===== config.mk =====
export PLATFORM = sky130hd
export DESIGN_NAME = device_to_worker_affinity_table_core
export DESIGN_NICKNAME = d
export VERILOG_FILES = /design/src/rtl/dwat_pkg.sv /design/src/rtl/device_to_worker_affinity_table_core.sv /design/src/rtl/dwat_ctrl.sv /design/src/rtl/dwat_dp.sv
export SDC_FILE = /design/constraint.sdc
export NUM_CORES = 2
export LEC_CHECK = 0
export BUFFER_PORTS_ARGS = -buffer_cell sky130_fd_sc_hd__buf_2
export CAP_MARGIN = 20
export CORE_MARGIN = 1.5
export CORE_UTILIZATION = 45
export CTS_CLUSTER_DIAMETER = 80
export DETAILED_ROUTE_END_ITERATION = 8
export PLACE_DENSITY = 0.65
export SLEW_MARGIN = 10
export SYNTH_ARGS = -nofsm -noshare
export SYNTH_HDL_FRONTEND = slang
export SYNTH_SLANG_ARGS = --single-unit

===== constraint.sdc =====
create_clock -name clock -period 10.97 [get_ports clock]
set_clock_uncertainty 0.1 [all_clocks]
set_input_delay 2.194 -clock clock [delete_from_list [all_inputs] [get_ports clock]]
set_output_delay 2.194 -clock clock [all_outputs]
set_load 0.005 [all_outputs]

===== src/rtl/dwat_pkg.sv =====
// Shared types and constants of the device-to-worker affinity table.
package dwat_pkg;

   localparam int USER_DEPTH = 16;
   localparam int AUTO_DEPTH = 64;
   localparam int KEY_BITS   = 32;

   // Only the low KEY_BITS of the 32-bit device key take part in compares.
   localparam int KEY_W     = (KEY_BITS < 32) ? KEY_BITS : 32;
   localparam int GROUP_W   = 8;
   localparam int POOL_W    = 8;
   localparam int COUNT_W   = 7;
   localparam int MOD_IDX_W = $clog2(COUNT_W);
   localparam int UIDX_W    = (USER_DEPTH > 1) ? $clog2(USER_DEPTH) : 1;
   localparam int AIDX_W    = (AUTO_DEPTH > 1) ? $clog2(AUTO_DEPTH) : 1;
   localparam int SCAN_W    = (UIDX_W > AIDX_W) ? UIDX_W : AIDX_W;
   localparam int ENTRY_W   = KEY_W + GROUP_W;

   // The last code carries no meaning and is answered as a pass-through.
   typedef enum logic [1:0] {
      OP_ASSIGN = 2'd0,
      OP_PIN    = 2'd1,
      OP_QUERY  = 2'd2,
      OP_UNUSED = 2'd3
   } op_type;

   typedef enum logic [2:0] {
      RS_USER_HIT   = 3'd0,
      RS_AUTO_HIT   = 3'd1,
      RS_NEW        = 3'd2,
      RS_PASS       = 3'd3,
      RS_NOT_MAPPED = 3'd4,
      RS_AUTO_FULL  = 3'd5,
      RS_PINNED     = 3'd6,
      RS_USER_FULL  = 3'd7
   } rsp_status_type;

   typedef enum logic [1:0] {
      GRP_ZERO = 2'd0,
      GRP_PIN  = 2'd1,
      GRP_HIT  = 2'd2,
      GRP_NEW  = 2'd3
   } grp_sel_type;

   typedef enum logic [2:0] {
      ST_IDLE  = 3'd0,
      ST_CHECK = 3'd1,
      ST_USCAN = 3'd2,
      ST_ASCAN = 3'd3,
      ST_MOD   = 3'd4
   } state_type;

   // Commands from the controller to the datapath.
   typedef struct packed {
      logic           load;
      logic           scan_clear;
      logic           scan_en;
      logic           table_auto;
      logic           mod_start;
      logic           finish;
      rsp_status_type status;
      grp_sel_type    grp_sel;
      logic           user_write;
      logic           auto_write;
      logic           count_update;
   } cmd_type;

   // Status from the datapath to the controller.
   typedef struct packed {
      logic [1:0] op;
      logic       has_device;
      logic       pool_zero;
      logic       scan_done;
      logic       hit;
      logic       free_found;
      logic       mod_busy;
      logic       rsp_busy;
   } stat_type;

endpackage


===== src/rtl/device_to_worker_affinity_table_core.sv =====
// Top level of the device-to-worker affinity table: controller and datapath.
//
// Usage. A request word on the req_ channel carries an operation (assign, pin or
// query), a has-device flag, a device key and a group number to pin. It is taken
// at a rising clock edge with req_valid high and req_stall low. Every request
// gives exactly one response word on the rsp_ channel: a status code and a group
// number. The pool size register is written through the csr_ channel, which is
// always ready; write it only while the block is idle.
// Sequencing. The block works on one request at a time and stalls the request side
// meanwhile. A pass-through is answered from the check state once the output
// register is free, and the block then returns to idle for the next request.
// Otherwise the user table is scanned one entry per cycle through its memory read
// port, then, on a miss of an assign or a query, the auto table, and a new device
// then goes through the bit-serial remainder unit. The table scans set the worst
// case from one accepted request to the next.
// Stalls. The response sits in an output register; the next request is taken
// while it waits. A finished result waits for the slot to drain when rsp_stall
// stays high. Reset empties both tables, clears the new-device counter and the
// pool size, and needs no clearing pass.
module device_to_worker_affinity_table_core (
   input  logic                         clock,
   input  logic                         reset,
   input  logic                         csr_valid,
   output logic                         csr_ready,
   input  logic [dwat_pkg::POOL_W-1:0]  csr_pool_size,
   input  logic                         req_valid,
   output logic                         req_stall,
   input  logic [1:0]                   req_operation,
   input  logic                         req_has_device,
   input  logic [31:0]                  req_device_key,
   input  logic [dwat_pkg::GROUP_W-1:0] req_pin_thread,
   output logic                         rsp_valid,
   input  logic                         rsp_stall,
   output logic [2:0]                   rsp_status,
   output logic [dwat_pkg::GROUP_W-1:0] rsp_group_number
);
   import dwat_pkg::*;

   cmd_type  cmd;
   stat_type stat;

   // The configuration register takes a write in any cycle.
   assign csr_ready = 1'b1;

   dwat_ctrl u_ctrl (
      .clock     (clock),
      .reset     (reset),
      .req_valid (req_valid),
      .req_stall (req_stall),
      .stat      (stat),
      .cmd       (cmd)
   );

   dwat_dp u_dp (
      .clock            (clock),
      .reset            (reset),
      .csr_valid        (csr_valid),
      .csr_pool_size    (csr_pool_size),
      .req_operation    (req_operation),
      .req_has_device   (req_has_device),
      .req_device_key   (req_device_key),
      .req_pin_thread   (req_pin_thread),
      .rsp_valid        (rsp_valid),
      .rsp_stall        (rsp_stall),
      .rsp_status       (rsp_status),
      .rsp_group_number (rsp_group_number),
      .cmd              (cmd),
      .stat             (stat)
   );

endmodule


===== src/rtl/dwat_ctrl.sv =====
// Controller state machine of the affinity table: sequences load, scans, modulo and result.
module dwat_ctrl (
   input  logic              clock,
   input  logic              reset,
   input  logic              req_valid,
   output logic              req_stall,
   input  dwat_pkg::stat_type stat,
   output dwat_pkg::cmd_type  cmd
);
   import dwat_pkg::*;

   state_type state_ff;
   state_type state_in;

   always_ff @(posedge clock) begin
      if (reset) begin
         state_ff <= ST_IDLE;
      end else begin
         state_ff <= state_in;
      end
   end

   always_comb begin
      state_in  = state_ff;
      cmd       = '0;
      cmd.status  = RS_PASS;
      cmd.grp_sel = GRP_ZERO;
      req_stall = (state_ff != ST_IDLE);

      unique case (state_ff)
         ST_IDLE: begin
            if (req_valid) begin
               cmd.load = 1'b1;
               state_in = ST_CHECK;
            end
         end

         ST_CHECK: begin
            if (!stat.has_device || (stat.op == OP_UNUSED) ||
                ((stat.op == OP_ASSIGN) && stat.pool_zero)) begin
               if (!stat.rsp_busy) begin
                  cmd.finish  = 1'b1;
                  cmd.status  = RS_PASS;
                  cmd.grp_sel = GRP_ZERO;
                  state_in    = ST_IDLE;
               end
            end else begin
               state_in = ST_USCAN;
            end
         end

         ST_USCAN: begin
            cmd.scan_en = 1'b1;
            if (stat.scan_done) begin
               if (stat.op == OP_PIN) begin
                  if (!stat.rsp_busy) begin
                     cmd.finish = 1'b1;
                     state_in   = ST_IDLE;
                     if (stat.hit || stat.free_found) begin
                        cmd.status     = RS_PINNED;
                        cmd.grp_sel    = GRP_PIN;
                        cmd.user_write = 1'b1;
                     end else begin
                        cmd.status = RS_USER_FULL;
                     end
                  end
               end else if (stat.hit) begin
                  if (!stat.rsp_busy) begin
                     cmd.finish  = 1'b1;
                     cmd.status  = RS_USER_HIT;
                     cmd.grp_sel = GRP_HIT;
                     state_in    = ST_IDLE;
                  end
               end else begin
                  cmd.scan_clear = 1'b1;
                  state_in       = ST_ASCAN;
               end
            end
         end

         ST_ASCAN: begin
            cmd.scan_en    = 1'b1;
            cmd.table_auto = 1'b1;
            if (stat.scan_done) begin
               if (stat.hit) begin
                  if (!stat.rsp_busy) begin
                     cmd.finish  = 1'b1;
                     cmd.status  = RS_AUTO_HIT;
                     cmd.grp_sel = GRP_HIT;
                     state_in    = ST_IDLE;
                  end
               end else if (stat.op == OP_QUERY) begin
                  if (!stat.rsp_busy) begin
                     cmd.finish = 1'b1;
                     cmd.status = RS_NOT_MAPPED;
                     state_in   = ST_IDLE;
                  end
               end else if (stat.free_found) begin
                  cmd.mod_start = 1'b1;
                  state_in      = ST_MOD;
               end else begin
                  if (!stat.rsp_busy) begin
                     cmd.finish = 1'b1;
                     cmd.status = RS_AUTO_FULL;
                     state_in   = ST_IDLE;
                  end
               end
            end
         end

         ST_MOD: begin
            cmd.table_auto = 1'b1;
            if (!stat.mod_busy && !stat.rsp_busy) begin
               cmd.finish       = 1'b1;
               cmd.status       = RS_NEW;
               cmd.grp_sel      = GRP_NEW;
               cmd.auto_write   = 1'b1;
               cmd.count_update = 1'b1;
               state_in         = ST_IDLE;
            end
         end

         default: begin
            state_in = ST_IDLE;
         end
      endcase
   end

endmodule


===== src/rtl/dwat_dp.sv =====
// Datapath of the affinity table: request registers, tables, scan compare, modulo unit, result.
module dwat_dp (
   input  logic                           clock,
   input  logic                           reset,
   input  logic                           csr_valid,
   input  logic [dwat_pkg::POOL_W-1:0]    csr_pool_size,
   input  logic [1:0]                     req_operation,
   input  logic                           req_has_device,
   input  logic [31:0]                    req_device_key,
   input  logic [dwat_pkg::GROUP_W-1:0]   req_pin_thread,
   output logic                           rsp_valid,
   input  logic                           rsp_stall,
   output logic [2:0]                     rsp_status,
   output logic [dwat_pkg::GROUP_W-1:0]   rsp_group_number,
   input  dwat_pkg::cmd_type              cmd,
   output dwat_pkg::stat_type             stat
);
   import dwat_pkg::*;

   localparam logic [SCAN_W-1:0] USER_LAST = SCAN_W'(USER_DEPTH - 1);
   localparam logic [SCAN_W-1:0] AUTO_LAST = SCAN_W'(AUTO_DEPTH - 1);

   // Request word and configuration.
   logic [1:0]          op_ff;
   logic                has_ff;
   logic [KEY_W-1:0]    key_ff;
   logic [GROUP_W-1:0]  pin_ff;
   logic [POOL_W-1:0]   pool_ff;
   logic [COUNT_W-1:0]  count_ff;

   // Tables: entry storage in memories, valid bits in flops.
   logic [ENTRY_W-1:0]    user_mem [USER_DEPTH];
   logic [ENTRY_W-1:0]    auto_mem [AUTO_DEPTH];
   logic [ENTRY_W-1:0]    user_rd_ff;
   logic [ENTRY_W-1:0]    auto_rd_ff;
   logic [USER_DEPTH-1:0] user_valid_ff;
   logic [AUTO_DEPTH-1:0] auto_valid_ff;

   // Scan state.
   logic [SCAN_W-1:0]  addr_ff;
   logic               issue_done_ff;
   logic               cmp_vld_ff;
   logic [SCAN_W-1:0]  cmp_idx_ff;
   logic               cmp_last_ff;
   logic               done_ff;
   logic               hit_ff;
   logic [SCAN_W-1:0]  hit_idx_ff;
   logic [GROUP_W-1:0] hit_grp_ff;
   logic               free_found_ff;
   logic [SCAN_W-1:0]  free_idx_ff;

   // Modulo unit.
   logic [POOL_W-1:0]    rem_ff;
   logic [MOD_IDX_W-1:0] mod_idx_ff;
   logic                 mod_busy_ff;

   logic                 rsp_valid_ff;
   logic [2:0]           rsp_status_ff;
   logic [GROUP_W-1:0]   rsp_group_ff;

   logic [SCAN_W-1:0]  last_idx;
   logic [ENTRY_W-1:0] cmp_entry;
   logic               cmp_vbit;
   logic               cmp_match;
   logic [COUNT_W-1:0] count_in;
   logic [POOL_W:0]    rem_shift;
   logic [POOL_W:0]    rem_sub;
   logic [GROUP_W-1:0] new_group;
   logic [GROUP_W-1:0] group_sel;
   logic [SCAN_W-1:0]  user_wr_idx;

   assign last_idx  = cmd.table_auto ? AUTO_LAST : USER_LAST;
   assign cmp_entry = cmd.table_auto ? auto_rd_ff : user_rd_ff;
   assign cmp_vbit  = cmd.table_auto ? auto_valid_ff[cmp_idx_ff[AIDX_W-1:0]]
                                     : user_valid_ff[cmp_idx_ff[UIDX_W-1:0]];
   assign cmp_match = cmp_vbit && (cmp_entry[ENTRY_W-1:GROUP_W] == key_ff);

   assign count_in  = count_ff + COUNT_W'(1);
   assign rem_shift = {rem_ff, count_in[mod_idx_ff]};
   assign rem_sub   = rem_shift - {1'b0, pool_ff};
   assign new_group = ({1'b0, count_in} <= (COUNT_W + 1)'(pool_ff)) ?
                      GROUP_W'(count_in) : GROUP_W'(rem_ff + POOL_W'(1));
   assign user_wr_idx = hit_ff ? hit_idx_ff : free_idx_ff;

   always_comb begin
      case (cmd.grp_sel)
         GRP_PIN: group_sel = pin_ff;
         GRP_HIT: group_sel = hit_grp_ff;
         GRP_NEW: group_sel = new_group;
         default: group_sel = '0;
      endcase
   end

   // Request capture and configuration register.
   always_ff @(posedge clock) begin
      if (cmd.load) begin
         op_ff  <= req_operation;
         has_ff <= req_has_device;
         key_ff <= req_device_key[KEY_W-1:0];
         pin_ff <= req_pin_thread;
      end
   end

   always_ff @(posedge clock) begin
      if (reset) begin
         pool_ff  <= '0;
         count_ff <= '0;
      end else begin
         if (csr_valid) begin
            pool_ff <= csr_pool_size;
         end
         if (cmd.count_update) begin
            count_ff <= count_in;
         end
      end
   end

   // Memories: one registered read port and one write port each.
   always_ff @(posedge clock) begin
      user_rd_ff <= user_mem[addr_ff[UIDX_W-1:0]];
      if (cmd.user_write) begin
         user_mem[user_wr_idx[UIDX_W-1:0]] <= {key_ff, pin_ff};
      end
   end

   always_ff @(posedge clock) begin
      auto_rd_ff <= auto_mem[addr_ff[AIDX_W-1:0]];
      if (cmd.auto_write) begin
         auto_mem[free_idx_ff[AIDX_W-1:0]] <= {key_ff, new_group};
      end
   end

   always_ff @(posedge clock) begin
      if (reset) begin
         user_valid_ff <= '0;
         auto_valid_ff <= '0;
      end else begin
         if (cmd.user_write) begin
            user_valid_ff[user_wr_idx[UIDX_W-1:0]] <= 1'b1;
         end
         if (cmd.auto_write) begin
            auto_valid_ff[free_idx_ff[AIDX_W-1:0]] <= 1'b1;
         end
      end
   end

   // Scan: one address issued per cycle, compared in the cycle after its issue.
   always_ff @(posedge clock) begin
      if (reset) begin
         addr_ff       <= '0;
         issue_done_ff <= 1'b0;
         cmp_vld_ff    <= 1'b0;
         done_ff       <= 1'b0;
         hit_ff        <= 1'b0;
         free_found_ff <= 1'b0;
      end else if (cmd.load || cmd.scan_clear) begin
         addr_ff       <= '0;
         issue_done_ff <= 1'b0;
         cmp_vld_ff    <= 1'b0;
         done_ff       <= 1'b0;
         hit_ff        <= 1'b0;
         free_found_ff <= 1'b0;
      end else begin
         if (cmd.scan_en && !issue_done_ff) begin
            cmp_vld_ff  <= 1'b1;
            cmp_idx_ff  <= addr_ff;
            cmp_last_ff <= (addr_ff == last_idx);
            if (addr_ff == last_idx) begin
               issue_done_ff <= 1'b1;
            end else begin
               addr_ff <= addr_ff + SCAN_W'(1);
            end
         end else begin
            cmp_vld_ff <= 1'b0;
         end

         if (cmp_vld_ff && !done_ff) begin
            if (cmp_match) begin
               done_ff    <= 1'b1;
               hit_ff     <= 1'b1;
               hit_idx_ff <= cmp_idx_ff;
               hit_grp_ff <= cmp_entry[GROUP_W-1:0];
            end else begin
               if (!cmp_vbit && !free_found_ff) begin
                  free_found_ff <= 1'b1;
                  free_idx_ff   <= cmp_idx_ff;
               end
               if (cmp_last_ff) begin
                  done_ff <= 1'b1;
               end
            end
         end
      end
   end

   // Restoring remainder of the next counter value by the pool size, one bit a cycle.
   always_ff @(posedge clock) begin
      if (reset) begin
         mod_busy_ff <= 1'b0;
      end else if (cmd.mod_start) begin
         mod_busy_ff <= 1'b1;
         mod_idx_ff  <= MOD_IDX_W'(COUNT_W - 1);
         rem_ff      <= '0;
      end else if (mod_busy_ff) begin
         if (!rem_sub[POOL_W]) begin
            rem_ff <= rem_sub[POOL_W-1:0];
         end else begin
            rem_ff <= rem_shift[POOL_W-1:0];
         end
         if (mod_idx_ff == '0) begin
            mod_busy_ff <= 1'b0;
         end else begin
            mod_idx_ff <= mod_idx_ff - MOD_IDX_W'(1);
         end
      end
   end

   // Result register.
   always_ff @(posedge clock) begin
      if (reset) begin
         rsp_valid_ff <= 1'b0;
      end else if (cmd.finish) begin
         rsp_valid_ff <= 1'b1;
      end else if (!rsp_stall) begin
         rsp_valid_ff <= 1'b0;
      end
   end

   always_ff @(posedge clock) begin
      if (cmd.finish) begin
         rsp_status_ff <= cmd.status;
         rsp_group_ff  <= group_sel;
      end
   end

   assign rsp_valid        = rsp_valid_ff;
   assign rsp_status       = rsp_status_ff;
   assign rsp_group_number = rsp_group_ff;

   assign stat.op         = op_ff;
   assign stat.has_device = has_ff;
   assign stat.pool_zero  = (pool_ff == '0);
   assign stat.scan_done  = done_ff;
   assign stat.hit        = hit_ff;
   assign stat.free_found = free_found_ff;
   assign stat.mod_busy   = mod_busy_ff;
   assign stat.rsp_busy   = rsp_valid_ff && rsp_stall;

endmodule


==> metrics.md <==
| Metric | Value |
|---|---|
| First-pass GRT wire length | `474000 microns` |
| Endpoint arrival time on the critical path | `5.69 ns` |
| Drt drc | `0` |
| Starting DRC count in detailed routing | `9674` |
| Worst min-delay path class | `reg2reg` |
| Total standard cell area after synthesis | `132000 sq um` |
| Busiest grt layer | `met2` |
| Die area | `297000 sq um` |
| Largest net degree at the start of global routing | `129` |
| Number of clock sinks | `3481` |
| First-pass iteration count of the detailed router | `6` |
| Met3 track utilization from global routing | `0.0510` |
| Core Box Area | `292000 sq um` |
| Routed via count divided by cell count | `6.15` |
| Die height | `545 microns` |
| Internal cell power | `21700 uW` |
| Maxcap violations | `0` |
| Hold buffer count at CTS | `0` |
| Area share of the largest cell type after synthesis | `0.746` |
| Largest stage delay, worst path | `0.92 ns` |
| Overall routing resource usage | `0.225` |
| Number of antenna violations at the first check in global routing | `44` |
| Final layout net count | `6040` |
| Sequential power share | `0.535` |
| Relative contribution of the clock network to total power | `0.434` |
| Met1 Track Usage GR | `0.330` |
| Slowest-stage cell, CP | `sky130_fd_sc_hd__nor2_4` |
| Yosys warning total | `0` |
| Number of placed I/O pins | `70` |
| Post-cts repair resize count | `0` |
| Share of synthesized area occupied by flip-flops and latches | `0.775` |
| Buffer count from post-CTS setup fixing | `0` |
| Seq cells post-synth | `3481` |
| Crit path from | `rsp_stall` |
| RSZ-0062 raised after global routing | `false` |
| Actual slew at the worst max-slew pin | `1.25 ns` |
| Async set or reset register ratio after synthesis | `0` |
| Cts bufs inserted | `355` |
| Worst min-delay path startpoint | `u_dp.auto_valid_ff[9]$_SDFFE_PP0P_` |
| Sw Ratio | `0.208` |
| Post-detailed-routing wire length | `339000 microns` |
| Ranking of synthesized cells by area | `sky130_fd_sc_hd__edfxtp_1, sky130_fd_sc_hd__mux4_2, sky130_fd_sc_hd__dfxtp_1, sky130_fd_sc_hd__nor2_1, sky130_fd_sc_hd__clkbuf_1` |
| Post-route ant nets | `0` |
| Critical setup path kind | `in2reg` |
| Nature of the critical path startpoint | `input port` |
| Part of the power in combinational logic | `0.031` |
| Reg-to-reg startpoint | `u_ctrl.state_ff[1]$_SDFFE_PP0P_` |
| Total global routing overflow | `0` |
| Final standard cell utilization of the core | `0.515` |
| Met2 capacity usage during global routing | `0.336` |
| Cell count of the worst reg-to-reg path | `8` |
| Leakage | `0.0451 uW` |
| Leading register cell type out of synthesis | `sky130_fd_sc_hd__edfxtp_1` |
| Number of standard cells after synthesis | `5647` |
| Peak supply drop | `0.000141 V` |
| Clock latency on the worst-skew pair | `0.94 ns` |
| Buffer type at the clock tree root | `sky130_fd_sc_hd__clkbuf_16` |
| NetSw | `5720 uW` |
| Cell variety after synth | `55` |
| CP required | `11.45 ns` |
| Largest buffer count on any clock path | `4` |
| Worst slew slack as a fraction of its limit | `0.164` |
| Total number of vias | `62500` |
| Count of input and output buffers | `68` |
| Result of the run | `finished, final reports clean` |
| Post-DP HPWL | `199000 microns` |
| Standard-cell rows | `198` |
| Endpoints failing hold | `0` |
| Cell type with the highest occurrence count on the critical path | `sky130_fd_sc_hd__buf_4` |
| Share of the cycle needed by the critical path after routing | `0.475` |
| Clock-pin slew reported for the worst setup and hold paths after clock tree synthesis | `0.06 ns` |
| Vias in the first global route | `60500` |
| GP Congestion | `0.893` |
| Number of stages on the worst setup path | `7` |
| Layout-stage area growth over the synthesis result | `13.5%` |
| Final Critical Period | `5.21 ns` |
| Starting utilization of the core area | `0.454` |
| Share of layout cells above drive strength 1 | `0.311` |
| Max Clock Freq | `192 MHz` |
| Die X | `545 microns` |
| Crit-path max FO | `22` |
| Instance count along the most critical hold path | `2` |
| Mapped Nets | `5724` |
| Combined buffer and inverter count along the critical path | `3` |
| Setup violators final | `0` |
| CTS tree | `done` |
| Nature of the critical path endpoint | `flop` |
| Cell type with the largest total area after synthesis | `sky130_fd_sc_hd__edfxtp_1` |
| Max Transition Viols Final | `0` |
| H-tree level count | `5` |
| Syn Area/Cell | `23.4 sq um` |
| Wire length per cell | `33.3 microns` |
| Total power density per cell area | `183 nW/um^2` |
| Family with the most delay on the worst path | `simple AND/OR/NAND/NOR gates` |
| Number of enable flip-flop cells after synthesis | `3290` |
| Critical path cell sequence | `buf_2 > and2_1 > nor3_2 > buf_4 > nand4_1 > nor2_4 > buf_4` |
| Final-layout setup total negative slack | `0 ns` |
[tightest hold or removal path, cell delays in order, from the launching register on]
cell and delay, ns:
sky130_fd_sc_hd__dfxtp_1 0.32, sky130_fd_sc_hd__nor2_1 0.05, sky130_fd_sc_hd__nor2_1 0.07
[synth_stat cells (all sizes together) (2+ instances only)]
| cell type | n |
|---|---|
| or2 | 3 |
| buf | 137 |
| and3 | 7 |
| edfxtp | 3290 |
| a21oi | 26 |
| inv | 31 |
| xnor2 | 47 |
| ha | 20 |
| a31oi | 5 |
| a211oi | 10 |
| mux2i | 32 |
| nor4 | 4 |
| nor2b | 10 |
| dfxtp | 191 |
| a221oi | 23 |
| o21bai | 3 |
| xor2 | 12 |
| o21ai | 17 |
| mux4 | 1060 |
| nor2 | 296 |
| nand4 | 10 |
| nand2 | 39 |
| nand3 | 25 |
| nand3b | 3 |
| mux2 | 12 |
| a22oi | 7 |
| nand2b | 11 |
| o22ai | 58 |
| nand4b | 2 |
| a21o | 3 |
| or3 | 15 |
| nor3 | 44 |
| and2 | 3 |
| nor3b | 2 |
| a222oi | 5 |
| clkbuf | 163 |
| o211ai | 3 |
| o31ai | 4 |
| nor4b | 2 |
| o21a | 2 |
[placed cells by master (no fill, tap or decap), drive strengths merged, types with 11 or more instances in the layout]
cell    instances
nand2b         11
o22ai          58
buf           259
bufinv         29
clkbuf        451
inv            45
clkinv        147
xnor2          47
a221oi         23
mux2i          32
ha             20
nand3          25
nor3           44
mux4         1060
nand2          39
xor2           12
or3            15
diode          19
nor2          296
o21ai          17
dfxtp         191
a21oi          26
edfxtp       3290
mux2           12
[per-layer routing]
| metal | part of all wire | wire (microns) | up-vias |
|---|---|---|---|
| met1 | 0.40 | 135000 | 33800 |
| met5 | 0.00027 | 92 | - |
| met4 | 0.036 | 12300 | 14 |
| met3 | 0.11 | 36600 | 544 |
| li1 | - | - | 24800 |
| met2 | 0.46 | 155000 | 3447 |
[area by class of cell]
type / count / area [sq um]
antenna: 19 / 47.5
clock buffer: 451 / 9510
clock inverter: 197 / 2000
fill: 22500 / 142000
inverter: 32 / 120
multi-input combinational: 1834 / 29100
sequential: 3481 / 103000
tap: 3900 / 4880
timing repair buffer: 259 / 1950
[registers in the layout, summed over array words and instances (netlist names), 16 cells and up]
| register | flops |
|---|---|
| u_dp.auto_mem | 2560 |
| u_dp.user_mem | 640 |
| u_dp.user_rd_ff | 40 |
| u_dp.key_ff | 32 |
| u_dp.user_valid_ff | 16 |
| u_dp.auto_valid_ff | 64 |
| u_dp.auto_rd_ff | 40 |
[kinds of logic after synthesis]
family	after synthesis	share of synthesized area
flip-flops	3481	0.775
multiplexers	1104	0.184
AND/OR/NAND/NOR	477	0.0157
buffers and inverters	332	0.0104
AO/OA/AOI/OAI	172	0.00873
XOR/XNOR	59	0.00390
adder cells (fa/ha/maj)	21	0.00204
other	1	0.0000283
[per-stage QoR]
| step | setup slack (ns) | cells | power [uW] | area (sq um) | hold WS [ns] |
|---|---|---|---|---|---|
| after floorplan | 5.43 | 5647 | 15400 | 132000 | 0.306 |
| after global placement | 4.99 | 9500 | 15800 | 139000 | 0.344 |
| after detailed placement | 4.86 | 9503 | 15800 | 139000 | 0.354 |
| after CTS | 5.84 | 10200 | 27600 | 150000 | 0.368 |
| after global routing | 5.63 | 10200 | 28100 | 150000 | 0.394 |
| final | 5.76 | 10200 | 27400 | 150000 | 0.373 |
[worst paths after layout]
path                                              to  slack [ns]
setup reg to reg      u_dp.user_mem[7][37]$_DFFE_PP_        5.88
hold reg to reg   u_dp.auto_valid_ff[9]$_SDFFE_PP0P_        0.37
setup / recovery      u_dp.auto_mem[63][8]$_DFFE_PP_        5.76
hold / removal    u_dp.auto_valid_ff[9]$_SDFFE_PP0P_        0.37
[power by group through the flow]
stage,clock network (uW),registers [uW],logic [uW]
after CTS,12100,14700,855
final,11900,14700,852
after global placement,0,15000,829
after floorplan,0,15000,354
after global routing,12600,14700,892
after detailed placement,0,15000,854
Power figures use the tool's default switching activity.
